===== config.mk =====
export PLATFORM = sky130hd
export DESIGN_NAME = hbp_queue
export DESIGN_NICKNAME = d
export VERILOG_FILES = /design/src/design/hbp_pkg.sv /design/src/design/hbp_queue.sv
export SDC_FILE = /design/constraint.sdc
export NUM_CORES = 1
export LEC_CHECK = 0
export BUFFER_PORTS_ARGS = -buffer_cell sky130_fd_sc_hd__clkbuf_2
export CAP_MARGIN = 25
export CORE_AREA = 2 2 54 56
export DETAILED_ROUTE_END_ITERATION = 6
export DIE_AREA = 0 0 56 58
export PLACE_DENSITY = 0.58
export SLEW_MARGIN = 20
export SYNTH_ARGS = -nofsm -noshare
export SYNTH_HDL_FRONTEND = slang
export SYNTH_SLANG_ARGS = --single-unit

===== constraint.sdc =====
create_clock -name clk -period 1.4 [get_ports clk]
set_input_delay 0.07 -clock clk [delete_from_list [all_inputs] [get_ports clk]]
set_output_delay 0.07 -clock clk [all_outputs]
set_load 0.01 [all_outputs]

===== src/design/hbp_pkg.sv =====
package hbp_pkg;

	typedef struct packed {
		logic [31:0] pc;
		logic        taken;
	} branch_t;

	typedef struct packed {
		logic predicted_taken;
		logic mispredicted;
		logic used_gshare;
	} result_t;

	// status from the queue and the back end, seen by the front end
	typedef struct packed {
		logic q_full;
		logic clearing;
	} stat_t;

	localparam int CfgIdxW  = 2;
	localparam int CfgDataW = 4;
	localparam int CntW     = 5;

	localparam logic [CfgIdxW-1:0] CFG_BIMODAL_BITS = 2'd0;
	localparam logic [CfgIdxW-1:0] CFG_GSHARE_BITS  = 2'd1;
	localparam logic [CfgIdxW-1:0] CFG_HISTORY_BITS = 2'd2;
	localparam logic [CfgIdxW-1:0] CFG_CHOOSER_BITS = 2'd3;

	localparam logic [CfgDataW-1:0] RST_BIMODAL_BITS = 4'd12;
	localparam logic [CfgDataW-1:0] RST_GSHARE_BITS  = 4'd12;
	localparam logic [CfgDataW-1:0] RST_HISTORY_BITS = 4'd0;
	localparam logic [CfgDataW-1:0] RST_CHOOSER_BITS = 4'd0;

	localparam logic [1:0] CTR_MIN         = 2'd0;
	localparam logic [1:0] CTR_MAX         = 2'd3;
	localparam logic [1:0] CTR_WEAK_TAKEN  = 2'd2;
	localparam logic [1:0] CTR_WEAK_BIMODAL = 2'd1;

	localparam int QDepth = 2;

	// 2-bit saturating counter step
	function automatic logic [1:0] train(logic [1:0] ctr, logic up);
		logic [1:0] r;
		if (up) begin
			r = (ctr == CTR_MAX) ? CTR_MAX : ctr + 2'd1;
		end else begin
			r = (ctr == CTR_MIN) ? CTR_MIN : ctr - 2'd1;
		end
		return r;
	endfunction

	function automatic logic [31:0] low_mask(logic [CntW-1:0] bits);
		logic [31:0] m;
		for (int i = 0; i < 32; i++) begin
			m[i] = (CntW'(i) < bits);
		end
		return m;
	endfunction

	function automatic logic [CntW-1:0] clamp(logic [CfgDataW-1:0] v, logic [CntW-1:0] hi);
		logic [CntW-1:0] ve;
		ve = CntW'(v);
		return (ve > hi) ? hi : ve;
	endfunction

endpackage


===== src/design/hbp_queue.sv =====
module hbp_queue #(
	parameter int Width = 8
) (
	input  logic             clk,
	input  logic             arst_n,
	input  logic             push,
	input  logic [Width-1:0] din,
	input  logic             pop,
	output logic [Width-1:0] dout,
	output logic             full,
	output logic             empty
);

	localparam int PtrW = (hbp_pkg::QDepth > 1) ? $clog2(hbp_pkg::QDepth) : 1;
	localparam logic [PtrW:0] DepthC = (PtrW+1)'(hbp_pkg::QDepth);
	localparam logic [PtrW-1:0] LastPtr = PtrW'(hbp_pkg::QDepth - 1);

	logic [Width-1:0] data_q [hbp_pkg::QDepth];
	logic [PtrW-1:0]  wr_ptr_q;
	logic [PtrW-1:0]  rd_ptr_q;
	logic [PtrW:0]    count_q;

	assign full  = (count_q == DepthC);
	assign empty = (count_q == '0);
	assign dout  = data_q[rd_ptr_q];

	always_ff @(posedge clk) begin
		if (push) begin
			data_q[wr_ptr_q] <= din;
		end
	end

	always_ff @(posedge clk or negedge arst_n) begin
		if (!arst_n) begin
			wr_ptr_q <= '0;
			rd_ptr_q <= '0;
			count_q  <= '0;
		end else begin
			if (push) begin
				wr_ptr_q <= (wr_ptr_q == LastPtr) ? '0 : wr_ptr_q + 1'b1;
			end
			if (pop) begin
				rd_ptr_q <= (rd_ptr_q == LastPtr) ? '0 : rd_ptr_q + 1'b1;
			end
			if (push && !pop) begin
				count_q <= count_q + 1'b1;
			end else if (pop && !push) begin
				count_q <= count_q - 1'b1;
			end
		end
	end

endmodule


After elaboration in Yosys (flattened, before gate mapping)

Memory sizes are Yosys's and may differ from the RTL's.
Cells that the tools add are included.

Register bits after elaboration: 4
Bits in writable memories: 16
Bits of input ports: 12
Output and inout bits: 10
Memories kept: 1

Memory list:

| memory | words | width | read ports | clocked after memory_dff | wr ports | RTL line        | text |
|---|---|---|---|---|---|---|---|
| data_q | 2     | 8     | 1          | 0                        | 1        | hbp_queue.sv:18 | `logic [Width-1:0] data_q [hbp_pkg::QDepth];` |

Add/sub/neg operators: 4
Equal/unequal tests: 1
Mux-type cells: 6
Reductions and logical operators: 6

Operators with widths:

| kind                                              | number |
|---|---|
| two-way mux 1 bit                                 | 4 |
| two-way mux 2 bit                                 | 2 |
| adder 1 bit (second input constant)               | 2 |
| adder 2 x 1 -> 2 bit (second input constant)      | 1 |
| equality test 2 bit (second input constant)       | 1 |
| logical AND 1 bit                                 | 2 |
| logical NOT 1 bit                                 | 2 |
| logical NOT 2 bit                                 | 1 |
| nonzero test 2 bit                                | 1 |
| subtractor 2 x 1 -> 2 bit (second input constant) | 1 |

Longest topological paths before layout

Gate-level depths: netlist (run 1).

Depth after elaboration: 4
Gate-level depth with buffers: 5
Depth with buffers taken out: 5

Worst setup path after synthesis (run 1)

OpenSTA, ideal clock, no wires.

Kind: register to register
From: reg wr_ptr_q
To: mem data_q[0][0] (enable)
Setup time: 0.373 ns
Arrival time: 0.789 ns
Path slack: 0.238 ns
Cell stages (with the launch flop): 2
Path buffers: 0
Cells stage by stage: dfrtp_1 -> nor2b_1

RTL lines:

| what                   | RTL line        | text |
|---|---|---|
| start, declared        | hbp_queue.sv:19 | `logic [PtrW-1:0] wr_ptr_q;` |
| start signal, assigned | hbp_queue.sv:40 | `wr_ptr_q <= (wr_ptr_q == LastPtr) ? '0 : wr_ptr_q + 1'b1;` |
| end, declared          | hbp_queue.sv:18 |  |

Straight into the memory's write port.

Worst setup path after layout (run 1)

From: reg rd_ptr_q
To: out dout[5]

Longest elaborated chain between the ends: 1

RTL lines:

| what                    | RTL line        | text |
|---|---|---|
| start, declared         | hbp_queue.sv:20 | `logic [PtrW-1:0] rd_ptr_q;` |
| start signal, assigned  | hbp_queue.sv:43 | `rd_ptr_q <= (rd_ptr_q == LastPtr) ? '0 : rd_ptr_q + 1'b1;` |
| memory read (2 x 8 bit) | -               |  |
| end, declared           | hbp_queue.sv:9  | `output logic [Width-1:0] dout,` |

Every way passes these cells.

==> results.md, run 1 <==
- Status: completed
- Met1 wire length: 503 um
- Setup Viol. Count Final: 0
- DR vias/cell: 4.25
- Post-Syn Area per Cell: about 19 um^2
- Critical Path RT: around 1.3 ns
- Gr usage total: 0.0860
- Worst min-delay path class: in -> async
- Top Metal Used: met4
- Count of different cell masters after synthesis: 12
- Die W: roughly 56 um
- CTS Buf Count: 3
- Post-synthesis sequential area ratio: 0.753
- Worst setup margin: between 0.06 and 0.07 ns
- CP arrival: ~1.3 ns
- Placed Cells: 94
- Stages on worst setup path: 3
- Startpoint Class: register
- Area after DPL: approximately 900 um^2
- Routed Antenna Nets: 0
- Layout cell share with drive strength beyond 1: 0.488
- Max-Cap Viols: 0
- Largest delay share family, worst path: flip-flops
- Syn. warnings: 0
- Gate count of the mapped netlist: just over 40
- I/O pins: 22
- Switching share of power: 0.272
- TritonCTS clock tree: built
- CTS Buffer Depth: 2
- Met2 WL post-DR: 681 um
- Place WS: 0.254 ns
- Die height: between 50 and 60 um
- Top-area cell type share of the netlist area: 0.623
- N_diodes: 0
- Area growth syn-to-layout: 42.4%
- Peak supply drop: 0.000872 V
- Port Buffer Count: 21
- Reg power frac: 0.447
- Core area: around 0.0027 mm^2
- Psw: around 540 uW
- DIE AREA: 0.00325 mm^2
- Remaining DRCs: 0
- Root Driver: clkbuf_4
- CP endpoint kind: output pin
- Slowest-stage cell, CP: dfrtp_2
- Critical Path Sink: dout[5]
- Detailed Place HPWL: roughly 920 um
- Met3 WL post-DR: slightly above 60 um
- Post-route clock period utilization: 0.951
- Worst reg2reg path endpoint: data_q[1][5]
- CP Launch Point: rd_ptr_q
- RSZ-0062 raised after global routing: no
- Finished Layout Cells: ~110
- First-pass GRT wire length: 2010 um
- Clk network pwr share: 0.233
- Leakage: 0.000457 uW
- Max Clock Skew: 0.00278 ns
- Worst-Margin Slew: 0.393 ns
- Reg2Reg Depth: 1
- Combinational Power Share: 0.320
- Clock sinks: 20
- Post-route cell area: 0.00110 mm^2
- Worst Path Max Fanout: 5
- CTS H-tree lvls: 1
- Post-Syn Area: 771 um^2
- Relative slew margins: 0.738
- WL per Instance: 11.5 um
- Critical Path, Cell by Cell: buf_4, mux2_2, clkbuf_2
- Post-synth top area cell: edfxtp_1
- Reg clk slew, reported paths: 0.11 ns
- GRT overflow: 0
- Power Density: ~1800 mW/mm^2
- Setup_tns: 0 ns
- Antenna violations before repair: 0
- Vias in the first global route: ~460
- CP bufs+invs: 2
- Gpl congestion: between 0.6 and 0.7
- Top cells by area, synth: edfxtp_1 (62%), dfrtp_1 (13%), mux2_2 (12%)
- Final Net Count: 94
- Clk_lat worst skew: ~0.3 ns
- Achievable frequency: between 0.7 and 0.8 GHz
- Register-to-register setup slack: 0.29 ns
- Hold slack: a little under 0.1 ns
- Hold Fails Final Rpt: 0
- Reg-to-Reg Start: wr_ptr_q
- Row cnt: 19
- WS Path Type: reg -> out
- Syn nets: 54
- Largest net degree at the start of global routing: 13
- Initial DRT Pass Iterations: 2
- Max Slew Vio Count: 0
- Via count: around 470
- Initial DRC count: 3
- CP max stage delay: about 0.37 ns
- Pint: about 1400 uW
- Final WL: between 1000 and 1500 um
- Starting Density: 0.289
- Period minus WS final: between 1 and 1.5 ns
- #FFs+latches synth: 20
## cells in the mapped netlist
cell	instances
edfxtp_1	16
mux2_2	8
dfrtp_1	4
xor2_1	4
nor2_1	2
and2_1	1
and2b_2	1
buf_6	1
ha_1	1
inv_1	1
nor2b_1	1
xnor2_1	1
## kinds of logic (layout without fill, tap and decap cells)
kind of cell / count (synthesis) / in the layout / share of synthesized area
XOR/XNOR: 5 / 5 / 0.0568
buffers and inverters: 2 / 41 / 0.0195
adder cells (fa/ha/maj): 1 / 1 / 0.0162
AND/OR/NAND/NOR: 5 / 5 / 0.0374
flip-flops: 20 / 20 / 0.753
multiplexers: 8 / 8 / 0.117
## worst min-delay path by stage
stage	end	slack [ns]	depth (start not counted)
final	rd_ptr_q	0.1	2
after global routing	rd_ptr_q	0.10	2
after CTS	rd_ptr_q	0.09	2
after detailed placement	rd_ptr_q	-0.11	1
after global placement	rd_ptr_q	-0.11	1
after floorplan	count_q[0]	-0.23	0
## final cells by class
cell class	count	area [um^2]
fillers	260	1570
flip-flops and latches	20	582
repair buffers	36	245
multi-input cells	19	175
well taps	31	38.8
clock inverters	1	30.0
clock buffers	3	22.5
inverters	1	3.75
## flip-flops by register name, summed over array words and instances (netlist names)
signal    flops
wr_ptr_q      1
data_q       16
rd_ptr_q      1
count_q       2
## power groups by stage
| stage | Combinational (uW) | Clock [uW] | Sequential, uW |
|---|---|---|---|
| 6_report | 630 | 460 | 881 |
| 5_1_grt | 692 | 493 | 900 |
| 4_1_cts | 554 | 473 | 931 |
| 3_5_place_dp | 527 | 0 | 937 |
| 3_3_place_gp | 521 | 0 | 932 |
| 2_1_floorplan | 389 | 0 | 873 |
## layout by cell type (no fill, tap or decap), types with 2 or more instances in the layout
master / netlist / final
xor2_1: 4 / 4
clkbuf_2: 0 / 21
dfrtp_1: 4 / 3
edfxtp_1: 16 / 16
dlygate4sd3_1: 0 / 11
mux2_2: 8 / 8
buf_4: 0 / 4
nor2_1: 2 / 2
clkbuf_4: 0 / 3
## timing repair
| item | CTS | global route |
|---|---|---|
| pin swaps | 0 | 0 |
| resized for setup | 1 | 2 |
| endpoints found under the setup margin | 8 | 8 |
| endpoints found under the hold margin | 22 | 0 |
| setup buffers | 0 | 2 |
| gates cloned | 0 | 0 |
| hold buffers | 11 | 0 |
## layer usage
layer  track usage  vias up
met5             0        -
met4        0.0612        0
met3        0.0246        4
li1              -      230
met2         0.143       16
met1        0.0951      222
## through the flow
| stage | util | power [uW] |
|---|---|---|
| 3_5_place_dp | 0.345 | 1460 |
| 2_1_floorplan | - | 1260 |
| 3_3_place_gp | 0.345 | 1450 |
| 4_1_cts | 0.406 | 1960 |
| 6_report | 0.412 | 1970 |
| 5_1_grt | 0.412 | 2080 |
No activity file was read; power rests on OpenSTA's default activity.
==> run 2: changes to the inputs <==
--- a/config.mk
+++ b/config.mk
@@ -7,10 +7,13 @@
 export LEC_CHECK = 0
 export BUFFER_PORTS_ARGS = -buffer_cell sky130_fd_sc_hd__clkbuf_2
 export CAP_MARGIN = 25
+export CELL_PAD_IN_SITES_DETAIL_PLACEMENT = 1
+export CELL_PAD_IN_SITES_GLOBAL_PLACEMENT = 1
 export CORE_AREA = 2 2 54 56
 export DETAILED_ROUTE_END_ITERATION = 6
 export DIE_AREA = 0 0 56 58
-export PLACE_DENSITY = 0.58
+export PLACE_DENSITY = 0.68
+export SETUP_SLACK_MARGIN = 0.1
 export SLEW_MARGIN = 20
 export SYNTH_ARGS = -nofsm -noshare
 export SYNTH_HDL_FRONTEND = slang
==> run 2 against run 1 <==
  * Sequential share of layout area down 1.1 points
  * Combinational power rose by 16%
  * Register-to-register slack better by 0.02 ns
  * Total power decreased by 1.5%
==> results.md, run 2 (synthesis gave the netlist of run 1 again) <==
- Status: completed
- Clk network pwr share: 0.169
- Routed Antenna Nets: 0
- Finished Layout Cells: about 110
- Antenna violations before repair: 0
- Max-Cap Viols: 0
- Leading cell type in the layout, fill and taps excluded: clkbuf_2
- RSZ-0062 raised after global routing: yes
- Switching share of power: 0.281
- Critical Path RT: between 1 and 1.5 ns
- Largest net degree at the start of global routing: 12
- Hold Fails Final Rpt: 0
- Port Buffer Count: 21
- Period minus WS final: roughly 1.3 ns
- Startpoint Class: register
- Final Util: 0.421
- Via count: approximately 480
- CP endpoint kind: output pin
- TritonCTS clock tree: built
- Worst-Margin Slew: between 0.3 and 0.4 ns
- WS Path Type: reg -> out
- Setup_tns: 0 ns
- Combinational Power Share: 0.376
- Worst Path Max Fanout: 5
- Peak supply drop: slightly below 0.0008 V
- Vias in the first global route: approximately 510
- Max Clock Skew: between 0.0015 and 0.002 ns
- Gr usage total: 0.0946
- Final WL: ~1300 um
- Reg power frac: 0.455
- Core area: around 0.0027 mm^2
- Leakage: roughly 0.00046 uW
- Die W: roughly 56 um
- Largest regs: data_q (16), count_q (2)
- WL per Instance: 11.7 um
- CTS H-tree lvls: 1
- Max FFs per register: 16
- DIE AREA: 0.00325 mm^2
- Final Net Count: 95
- Layout cell share with drive strength beyond 1: 0.494
- Psw: around 550 uW
- Max Slew Vio Count: 0
- Reg-to-Reg Start: wr_ptr_q
- Initial DRC count: 4
- Register-to-register setup slack: about 0.31 ns
- DR vias/cell: approximately 4.2
- Remaining DRCs: 0
- Achievable frequency: around 0.74 GHz
- Clk_lat worst skew: roughly 0.3 ns
- Pint: roughly 1400 uW
- Power Density: ~1700 mW/mm^2
- Worst reg2reg path endpoint: data_q[1][0]
- Total power: 1940 uW
- Commonest non-fill, non-tap cells in the layout: clkbuf_2 (17), edfxtp_1 (16), dlygate4sd3_1 (11)
- Area growth syn-to-layout: 45.5%
- CTS Buf Count: 3
- Post-route clock period utilization: 0.960
- Relative slew margins: 0.743
- N_diodes: 0
- Gpl congestion: between 0.5 and 0.6
- CTS Buffer Depth: 2
- Die height: slightly below 60 um
- Reg clk slew, reported paths: 0.10 ns
- Root Driver: clkbuf_4
- Initial DRT Pass Iterations: 2
- Reg2Reg Depth: 1
- Setup Viol. Count Final: 0
- I/O pins: 22
- Largest reg by FF count: data_q
- CP arrival: around 1.3 ns
- Detailed Place HPWL: between 800 and 900 um
- Clock sinks: 20
- Placed Cells: 94
- GRT overflow: 0
- Worst min-delay path class: in -> async
- Row cnt: 19
- Starting Density: 0.289
- First-pass GRT wire length: 2210 um
[run 2: cell types whose count changed in the layout (fill, tap and decap cells not counted)]
cell / delta
buf_4: -1
buf_6: +6
bufinv_16: -1
clkbuf_2: -4
clkbuf_8: +1
[run 2: metrics by stage]
stage | setup slack (ns) | instance area [um^2] | hold WS (ns)
3_3_place_gp | 0.265 | 918 | -0.115
2_1_floorplan | 0.238 | 771 | -0.226
3_5_place_dp | 0.241 | 918 | -0.120
4_1_cts | 0.0401 | 1090 | 0.0763
5_1_grt | -0.0137 | 1120 | 0.0895
6_report | 0.0556 | 1120 | 0.0980
[run 2: worst max-delay path, cell delays in order, from the launching register on]
cell	delay, ns
dfrtp_2	0.39
buf_6	0.12
mux2_2	0.34
clkbuf_2	0.13
[run 2: power groups by stage]
| stage | Clock, uW | Combinational [uW] | Sequential (uW) |
|---|---|---|---|
| final | 327 | 730 | 884 |
| after global routing | 370 | 787 | 906 |
| after CTS | 345 | 662 | 885 |
| after detailed placement | 0 | 525 | 938 |
| after global placement | 0 | 519 | 927 |
| after floorplan | 0 | 389 | 873 |
[run 2: metal layers]
layer | GRT usage | up-vias | wire length (um)
li1 | - | 226 | -
met1 | 0.104 | 227 | 546
met2 | 0.153 | 17 | 647
met3 | 0.0246 | 5 | 62
met4 | 0.0816 | 0 | 48
met5 | 0 | - | 0
[run 2: layout make-up]
cell class | count | area, um^2
fillers | 285 | 1540
clock buffers | 4 | 36.3
multi-input cells | 19 | 175
flip-flops and latches | 20 | 582
inverters | 1 | 3.75
well taps | 31 | 38.8
repair buffers | 37 | 285
[run 2: worst max path at each step]
stage              from            to  slack (ns)
6_report       rd_ptr_q       dout[2]        0.06
5_1_grt        rd_ptr_q       dout[5]       -0.01
4_1_cts        rd_ptr_q       dout[2]        0.04
3_5_place_dp   rd_ptr_q       dout[2]        0.24
3_3_place_gp   rd_ptr_q       dout[2]        0.26
2_1_floorplan  wr_ptr_q  data_q[0][0]        0.24
[run 2: what timing repair did]
item,CTS,global route
hold buffers,11,0
endpoints found under the hold margin,22,0
endpoints found under the setup margin,8,8
gates resized for setup,5,8
setup buffers,2,1
gates cloned,0,0
