===== src/design/hbp_pkg.sv =====
package hbp_pkg;

	typedef struct packed {
		logic [31:0] pc;
		logic        taken;
	} branch_t;

	typedef struct packed {
		logic predicted_taken;
		logic mispredicted;
		logic used_gshare;
	} result_t;

	// status from the queue and the back end, seen by the front end
	typedef struct packed {
		logic q_full;
		logic clearing;
	} stat_t;

	localparam int CfgIdxW  = 2;
	localparam int CfgDataW = 4;
	localparam int CntW     = 5;

	localparam logic [CfgIdxW-1:0] CFG_BIMODAL_BITS = 2'd0;
	localparam logic [CfgIdxW-1:0] CFG_GSHARE_BITS  = 2'd1;
	localparam logic [CfgIdxW-1:0] CFG_HISTORY_BITS = 2'd2;
	localparam logic [CfgIdxW-1:0] CFG_CHOOSER_BITS = 2'd3;

	localparam logic [CfgDataW-1:0] RST_BIMODAL_BITS = 4'd12;
	localparam logic [CfgDataW-1:0] RST_GSHARE_BITS  = 4'd12;
	localparam logic [CfgDataW-1:0] RST_HISTORY_BITS = 4'd0;
	localparam logic [CfgDataW-1:0] RST_CHOOSER_BITS = 4'd0;

	localparam logic [1:0] CTR_MIN         = 2'd0;
	localparam logic [1:0] CTR_MAX         = 2'd3;
	localparam logic [1:0] CTR_WEAK_TAKEN  = 2'd2;
	localparam logic [1:0] CTR_WEAK_BIMODAL = 2'd1;

	localparam int QDepth = 2;

	// 2-bit saturating counter step
	function automatic logic [1:0] train(logic [1:0] ctr, logic up);
		logic [1:0] r;
		if (up) begin
			r = (ctr == CTR_MAX) ? CTR_MAX : ctr + 2'd1;
		end else begin
			r = (ctr == CTR_MIN) ? CTR_MIN : ctr - 2'd1;
		end
		return r;
	endfunction

	function automatic logic [31:0] low_mask(logic [CntW-1:0] bits);
		logic [31:0] m;
		for (int i = 0; i < 32; i++) begin
			m[i] = (CntW'(i) < bits);
		end
		return m;
	endfunction

	function automatic logic [CntW-1:0] clamp(logic [CfgDataW-1:0] v, logic [CntW-1:0] hi);
		logic [CntW-1:0] ve;
		ve = CntW'(v);
		return (ve > hi) ? hi : ve;
	endfunction

endpackage


===== src/design/hbp_front.sv =====
module hbp_front #(
	parameter int MAX_BIMODAL_BITS = 12,
	parameter int MAX_GSHARE_BITS  = 12,
	parameter int MAX_CHOOSER_BITS = 12,
	parameter int ItemW = MAX_BIMODAL_BITS + MAX_GSHARE_BITS + MAX_CHOOSER_BITS + 3
) (
	input  logic                              clk,
	input  logic                              arst_n,
	input  logic                              start,
	input  hbp_pkg::branch_t                  branch,
	output logic                              busy,
	input  logic                              cfg_valid,
	input  logic [hbp_pkg::CfgIdxW-1:0]       cfg_index,
	input  logic [hbp_pkg::CfgDataW-1:0]      cfg_data,
	input  hbp_pkg::stat_t                    stat,
	output logic                              push,
	output logic [ItemW-1:0]                  item
);

	localparam logic [hbp_pkg::CntW-1:0] MaxB = hbp_pkg::CntW'(MAX_BIMODAL_BITS);
	localparam logic [hbp_pkg::CntW-1:0] MaxG = hbp_pkg::CntW'(MAX_GSHARE_BITS);
	localparam logic [hbp_pkg::CntW-1:0] MaxC = hbp_pkg::CntW'(MAX_CHOOSER_BITS);

	logic [hbp_pkg::CfgDataW-1:0] bim_bits_q, gsh_bits_q, hist_bits_q, cho_bits_q;
	logic [MAX_GSHARE_BITS-1:0]   hist_q;

	logic [hbp_pkg::CntW-1:0] m2, m1c, m1, n, k, lb;
	logic [29:0]              pcw;
	logic [31:0]              mask_b, mask_g, mask_n, mask_c;
	logic [MAX_BIMODAL_BITS-1:0] bi;
	logic [MAX_GSHARE_BITS-1:0]  gi, hist, hist_next;
	logic [MAX_GSHARE_BITS:0]    hist_ext;
	logic [MAX_CHOOSER_BITS-1:0] ci;
	logic                        hist_on, chooser_on;

	assign busy = stat.q_full | stat.clearing;
	assign push = start & ~busy;

	always_comb begin
		pcw = branch.pc[31:2];
		m2  = hbp_pkg::clamp(bim_bits_q, MaxB);
		m1c = hbp_pkg::clamp(gsh_bits_q, MaxG);
		m1  = (m1c == '0) ? hbp_pkg::CntW'(1) : m1c;
		n   = hbp_pkg::clamp(hist_bits_q, m1);
		k   = hbp_pkg::clamp(cho_bits_q, MaxC);
		lb  = m1 - n;

		mask_b = hbp_pkg::low_mask(m2);
		mask_g = hbp_pkg::low_mask(m1);
		mask_n = hbp_pkg::low_mask(n);
		mask_c = hbp_pkg::low_mask(k);

		bi   = pcw[MAX_BIMODAL_BITS-1:0] & mask_b[MAX_BIMODAL_BITS-1:0];
		ci   = pcw[MAX_CHOOSER_BITS-1:0] & mask_c[MAX_CHOOSER_BITS-1:0];
		hist = hist_q & mask_n[MAX_GSHARE_BITS-1:0];
		// history lands on the top n bits of the m1-bit index
		gi   = (pcw[MAX_GSHARE_BITS-1:0] & mask_g[MAX_GSHARE_BITS-1:0]) ^ (hist << lb);

		// shift the outcome in at bit n-1
		hist_ext = {1'b0, hist};
		for (int i = 0; i < MAX_GSHARE_BITS; i++) begin
			if (hbp_pkg::CntW'(i + 1) == n) begin
				hist_next[i] = branch.taken;
			end else if (hbp_pkg::CntW'(i + 1) < n) begin
				hist_next[i] = hist_ext[i+1];
			end else begin
				hist_next[i] = 1'b0;
			end
		end

		hist_on    = (n != '0);
		chooser_on = (k != '0);
		item = {bi, gi, ci, branch.taken, hist_on, chooser_on};
	end

	always_ff @(posedge clk or negedge arst_n) begin
		if (!arst_n) begin
			bim_bits_q  <= hbp_pkg::RST_BIMODAL_BITS;
			gsh_bits_q  <= hbp_pkg::RST_GSHARE_BITS;
			hist_bits_q <= hbp_pkg::RST_HISTORY_BITS;
			cho_bits_q  <= hbp_pkg::RST_CHOOSER_BITS;
			hist_q      <= '0;
		end else begin
			if (cfg_valid) begin
				unique case (cfg_index)
					hbp_pkg::CFG_BIMODAL_BITS: bim_bits_q  <= cfg_data;
					hbp_pkg::CFG_GSHARE_BITS:  gsh_bits_q  <= cfg_data;
					hbp_pkg::CFG_HISTORY_BITS: hist_bits_q <= cfg_data;
					hbp_pkg::CFG_CHOOSER_BITS: cho_bits_q  <= cfg_data;
				endcase
			end
			if (push && hist_on) begin
				hist_q <= hist_next;
			end
		end
	end

endmodule


===== config.mk =====
export PLATFORM = sky130hd
export DESIGN_NAME = hbp_front
export DESIGN_NICKNAME = d
export VERILOG_FILES = /design/src/design/hbp_pkg.sv /design/src/design/hbp_front.sv
export SDC_FILE = /design/constraint.sdc
export NUM_CORES = 1
export LEC_CHECK = 0
export BUFFER_PORTS_ARGS = -buffer_cell sky130_fd_sc_hd__buf_2
export CAP_MARGIN = 40
export CORE_MARGIN = 2
export CORE_UTILIZATION = 49
export CTS_BUF_LIST = sky130_fd_sc_hd__clkbuf_4 sky130_fd_sc_hd__clkbuf_8
export DETAILED_ROUTE_END_ITERATION = 10
export GPL_ROUTABILITY_DRIVEN = 0
export PLACE_DENSITY = 0.79
export RECOVER_POWER = 25
export SETUP_SLACK_MARGIN = 0.1
export SKIP_LAST_GASP = 1
export SLEW_MARGIN = 20
export SYNTH_ARGS = -nofsm -noshare
export SYNTH_HDL_FRONTEND = slang
export SYNTH_SLANG_ARGS = --single-unit

===== constraint.sdc =====
create_clock -name clk -period 5.1 [get_ports clk]
set_clock_uncertainty 0.2 [all_clocks]
set_input_delay 1.02 -clock clk [delete_from_list [all_inputs] [get_ports clk]]
set_output_delay 1.02 -clock clk [all_outputs]
set_load 0.02 [all_outputs]

# [Yosys cells after proc, flatten, opt, wreduce, memory -nomap -nowiden]
# Cells that the tools add are included.
[op_classes] n_shift=1 add_sub_neg=1 n_lt_le_gt_ge=52 bitwise_logic=8 n_eq_ne=15 n_reduce_logical=9 n_mux=28
[ops] cell="less-than comparator 3 x 4 -> 1 bit, first input constant" count=16
[ops] cell="less-than comparator 4 bit, first input constant" count=16
[ops] cell="bitwise AND 12 bit" count=4
[ops] cell="less-than comparator 1 x 4 -> 1 bit, first input constant" count=8
[ops] cell="less-than comparator 2 x 4 -> 1 bit, first input constant" count=8
[ops] cell="2-to-1 mux 1 bit" count=23
[ops] cell="== test 4 bit, first input constant" count=5
[ops] cell="2-to-1 mux 4 bit" count=5
[ops] cell="== test 3 x 4 -> 1 bit, first input constant" count=4
[ops] cell="greater-than comparator 4 bit, second input constant" count=3
[ops] cell="left shift 12 x 5 -> 12 bit" count=1
[ops] cell="XOR 12 bit" count=1
[ops] cell="nonzero test 5 bit" count=2
[ops] cell="== test 2 x 4 -> 1 bit, first input constant" count=2
[ops] cell="AND reduction 2 bit" count=4
[ops] cell="logical NOT 5 bit" count=1
[ops] cell="subtractor 4 x 4 -> 5 bit" count=1
[ops] cell="== test 1 x 4 -> 1 bit, first input constant" count=1
[ops] cell="== test 2 bit, second input constant" count=2
[ops] cell="greater-than comparator 4 bit" count=1
[ops] cell="== test 2 x 1 -> 1 bit, second input constant" count=1
[ops] cell="logical NOT 2 bit" count=1
[ops] cell="bitwise AND 1 bit" count=1
[ops] cell="logical AND 1 bit" count=1
[ops] cell="other kinds (2)" count=2
[word_totals] reg_bits=28 elab_cells=119 out_inout_bits=41

# [Logic depth before layout (Yosys ltp)]
[depth] word_depth=10 depth_mapped=20 mapped_depth_nobuf=18

# [Worst setup path after synthesis]
# Ideal clock, no wire load.
[synth_path] path_type="reg2out" startpoint="register gsh_bits_q[1] in the netlist's numbering" endpoint="output item[25]" stages_incl_launch_ff=18 t_required_ns=3.880 setup_slack_ns=-0.418 path_buffers=4 arrival_time_ns=4.298 path_cell_list="dfrtp_1 > clkbuf_1 > and2_1 > inv_1 > ha_1 > nand2b_1 > a21oi_4 > o21a_1 > buf_6 > mux2i_4 > inv_1 > fa_1 > clkbuf_1 > clkbuf_1 > o211ai_1 > and3_1 > o211a_1 > xnor2_1"
[synth_via] elab_chain_cells=10 word_cells_on_any_way=24 cone_classes="1 x add/sub; 15 x order compare; 1 x shift; 3 x mux; 3 x bitwise; 1 x reduce/logical"
[synth_lines] item="start, declared" line_no="hbp_front.sv:24" rtl="logic [hbp_pkg::CfgDataW-1:0] bim_bits_q, gsh_bits_q, hist_bits_q, cho_bits_q;"
[synth_lines] item="start signal, assigned" line_no="hbp_front.sv:79" rtl="gsh_bits_q <= hbp_pkg::RST_GSHARE_BITS;"
[synth_lines] item="start signal, assigned" line_no="hbp_front.sv:87" rtl="hbp_pkg::CFG_GSHARE_BITS: gsh_bits_q <= cfg_data;"
[synth_lines] item="greater-than comparator 4 bit" line_no="hbp_pkg.sv:63" rtl="return (ve > hi) ? hi : ve;"
[synth_lines] item="2-to-1 mux 4 bit *" line_no="hbp_pkg.sv:63"
[synth_lines] item="logical NOT 5 bit" line_no="hbp_front.sv:43" rtl="m1 = (m1c == '0) ? hbp_pkg::CntW'(1) : m1c;"
[synth_lines] item="2-to-1 mux 4 bit *" line_no="hbp_front.sv:43"
[synth_lines] item="greater-than comparator 4 bit" line_no="hbp_pkg.sv:63"
[synth_lines] item="2-to-1 mux 4 bit" line_no="hbp_pkg.sv:63"
[synth_lines] item="less-than comparator 1 x 4 -> 1 bit, or another cell as far along" line_no="hbp_pkg.sv:55" rtl="m[i] = (CntW'(i) < bits);"
[synth_lines] item="bitwise AND 12 bit" line_no="hbp_front.sv:55" rtl="hist = hist_q & mask_n[MAX_GSHARE_BITS-1:0];"
[synth_lines] item="left shift 12 x 5 -> 12 bit" line_no="hbp_front.sv:57" rtl="gi = (pcw[MAX_GSHARE_BITS-1:0] & mask_g[MAX_GSHARE_BITS-1:0]) ^ (hist << lb);"
[synth_lines] item="XOR 12 bit *" line_no="hbp_front.sv:57"
[synth_lines] item="end, declared" line_no="hbp_front.sv:17" rtl="output logic [ItemW-1:0] item"
# Mark *: on every way between the ends. The rest lies on a longest branch, timed or not.

# [Worst setup path in the final report]
[layout_path] startpoint="register gsh_bits_q[3] in the netlist's numbering" endpoint="output item[24]"
# The elaborated chain is that of the path after synthesis.

==> out/results.tsv <==
metric	value	unit
status	complete, but fails checks	
failing checks	capacitance limit, slew limit, setup timing	
Sink Count	28	
FF+latch area	706	sq um
commonest cells after routing, fill and taps aside	buf_4 (60), buf_2 (53), nand2_1 (29), nor2_1 (24), dfrtp_1 (24)	
pwr dens	727	nW/um^2
first-pass GRT wire length	14600	microns
clock latency at the later pin of the worst-skew pair	280	ps
slowest stage delay, CP	630	ps
Net count, final	524	
initial antenna violation count	0	
Antenna Cells	0	
Hold Buf Count CTS	0	
Core ar.	5920	sq um
fin crit period	5480	ps
drt first pass iters	5	
Avg WL per Cell	18.3	microns
fraction of layout cells with a size suffix above 1	43.1	%
via-per-instance ratio	6.32	
CTS max path bufs	2	
CP Data Required Time	3880	ps
pin count of the biggest net entering global routing	29	
clock root cell	clkbuf_8	
Slew Limit Headroom	-3.94	%
final hold slack	325	ps
Adder-Cell Fraction of Synth Area	4.32	%
Setup CP Type	reg -> out	
most used cell, CP	buf_4	
Residual DRC	0	
Crit. End Element	output port	
gr usage total	27.9	%
multi-input logic area	2330	sq um
Post-Syn Area	3020	sq um
Slew Limit Fails	29	
fraction of registers with async set/reset	100	%
mux cell area share after synthesis	9.17	%
Routed Wire Length	9940	microns
IO Count	86	
Highest Clock Rate	183	MHz
Mapped Cells	374	
CTS tree	yes	
Max Cap Viol	1	
compound-gate portion of the synthesized area	29.6	%
cts bufs inserted	3	
Worst-Margin Slew	1560	ps
P_leak	1.80	nW
critical path startpoint category	register	
delay-heaviest family, CP	adder cells	
class of the worst hold path	reg -> reg	
site row count	28	
Tot Pwr	0.00295	W
DIE AREA	6800	sq um
vias	3436	
register area share after synthesis	23.4	%
hpwl dp	7250	microns
leading cell type in the layout, fill and taps excluded	buf_4	
main combinational cell family by area after synthesis	compound AO/OA/AOI/OAI gates	
synthesis-to-layout area growth	34.8	%
final core utilization	68.6	%
setup slack after layout	-379	ps
Post-synth EDFFs	0	
Worst Path Max Fanout	8	
Worst EP arrival	4260	ps
Fill cells	438	
Die Ht	82.4	microns
input/output buffers	65	
GRT overflow	0	
placed cell area	3700	sq um
flops & latches, synth	28	
Final ANT Viol Nets	0	
crit path cell chain	nand2_1 > and2_4 > inv_1 > ha_4 > nand2b_4 > a21oi_4 > buf_4 > o21ai_4 > a21boi_2 > ha_2 > fa_2 > buf_6 > nand3_2 > o211ai_1 > o311ai_1 > nor3_1 > buf_4 > xnor2_2 > buf_4	
htree depth	1	
number of distinct library cells after synthesis	69	
initial DRC count	419	
RSZ-0062 raised after global routing	yes	
clock slew seen by the registers of the worst setup and hold paths	100	ps
Net Count, Synth	428	
Fin. Hold Viols	0	
worst path buffer plus inverter count	5	
post-synthesis xor/xnor area fraction	4.07	%
vias in the first global route	2967	
final worst-path cycle share	107	%
Synth Area in Simple Gates	22.7	%
die width	82.4	microns
Top FF cell, synth	dfrtp_1	
Setup TNS	-2980	ps
final instance area	4060	sq um
Finish-stage setup viols	12	
yosys warns	0	
slowest CP cell	fa_2	
Worst VDD drop	494	uV
initial core utilization	50.9	%
syn avg cell area	8.06	sq um
-- worst reg2reg max path, cell delays in order (launching register included) --
cell and delay [ps]:
dfstp_2 600, nand2_1 60, and2_4 150, inv_1 130, ha_4 240, nand2b_4 80, a21oi_4 60, buf_4 180
o21ai_4 240, mux2i_2 280, buf_4 140, buf_4 130, inv_1 70, and3_1 210, a221oi_1 300, nor2_1 70
-- sequential cells by signal, summed over array words and instances, names as in the netlist --
register,flops
hist_q,12
bim_bits_q,4
cho_bits_q,4
gsh_bits_q,4
hist_bits_q,4
-- kinds of logic after synthesis --
| logic type | after synthesis |
|---|---|
| DFF | 28 |
| buffers and inverters | 46 |
| xor gates and xnor gates | 14 |
| and+or+nand+nor | 134 |
| muxes | 23 |
| adders and majority gates | 10 |
| AOI/OAI and AO/OA | 119 |
-- final timing paths --
check / startpoint / to / slack [ps] / cells after the start
min in group asynchronous: arst_n / hist_q[10] / 910 / 1
min: hist_q[8] / hist_q[8] / 330 / 1
max: gsh_bits_q[3] / item[24] / -380 / 19
max in group asynchronous: arst_n / hist_q[1] / 2890 / 1
min reg2reg: hist_q[8] / hist_q[8] / 330 / 1
max reg2reg: gsh_bits_q[3] / hist_q[6] / 1830 / 15
-- layer usage --
metal / routed length, microns / GRT usage [%] / vias to the layer above / part of all wire (%)
met1: 4110 / 38.3 / 1665 / 41
met5: 0 / 0 / - / 0
met2: 4870 / 46.9 / 167 / 49
met4: 310 / 9.00 / 0 / 3.1
li1: - / - / 1574 / -
met3: 652 / 1.74 / 30 / 6.6
-- through the flow --
stage / std cells / setup WS (ps)
after floorplan: 374 / -60.7
after global placement: 524 / -27.9
after detailed placement: 524 / -90.4
after CTS: 537 / -303
after global routing: 544 / -577
final: 544 / -379
-- final cells by class --
| type | count | share of cell area, % |
|---|---|---|
| Inverter | 14 | 1.29 |
| Tap cell | 75 | 2.31 |
| Clock buffer | 3 | 1.02 |
| Multi-Input combinational cell | 300 | 57.2 |
| Sequential cell | 28 | 17.4 |
| Timing Repair Buffer | 123 | 20.0 |
| Clock inverter | 1 | 0.739 |
-- power by group --
group | internal [W] | switching (W) | total, W
sequential | 0.000283 | 0.0000856 | 0.000368
combinational | 0.00110 | 0.00131 | 0.00241
clock | 0.000105 | 0.0000722 | 0.000177
total | 0.00149 | 0.00147 | 0.00295
-- synth_stat cells (2+ instances only) --
| master | n | area [sq um] |
|---|---|---|
| a21boi_0 | 2 | 15.0 |
| mux2i_1 | 4 | 40.0 |
| o21ai_0 | 22 | 110 |
| inv_1 | 14 | 52.6 |
| dfstp_2 | 4 | 105 |
| o21a_1 | 9 | 67.6 |
| a22o_1 | 4 | 35.0 |
| and4_1 | 2 | 17.5 |
| or3_1 | 5 | 31.3 |
| o2111ai_1 | 2 | 17.5 |
| nor3_1 | 7 | 35.0 |
| nand3_1 | 16 | 80.1 |
| nand4_1 | 4 | 25.0 |
| a211oi_1 | 3 | 22.5 |
| and3_1 | 7 | 43.8 |
| a21o_1 | 3 | 22.5 |
| clkbuf_1 | 21 | 78.8 |
| xnor2_1 | 9 | 78.8 |
| dfrtp_1 | 24 | 601 |
| o31a_1 | 2 | 17.5 |
| a21oi_1 | 9 | 45.0 |
| ha_1 | 8 | 100 |
| nand3b_1 | 2 | 15.0 |
| and2_1 | 5 | 31.3 |
| o21ai_2 | 2 | 17.5 |
| nor2b_1 | 11 | 68.8 |
| o211a_1 | 4 | 40.0 |
| xor2_1 | 5 | 43.8 |
| buf_4 | 4 | 30.0 |
| o221a_2 | 2 | 22.5 |
| nand2_1 | 33 | 124 |
| o22ai_1 | 4 | 25.0 |
| buf_2 | 5 | 25.0 |
| o311a_1 | 4 | 40.0 |
| mux2_2 | 17 | 191 |
| a31oi_1 | 11 | 68.8 |
| o311ai_0 | 3 | 26.3 |
| nand2b_1 | 5 | 31.3 |
| o211ai_1 | 17 | 128 |
| o211ai_2 | 2 | 25.0 |
| nor2_1 | 29 | 109 |
-- timing repair --
action | in CTS | in global routing
buffers inserted | 9 | 6
pin swaps | 23 | 22
resized for setup | 30 | 21
setup endpoints to repair | 12 | 12
Power figures use the tool's default switching activity.
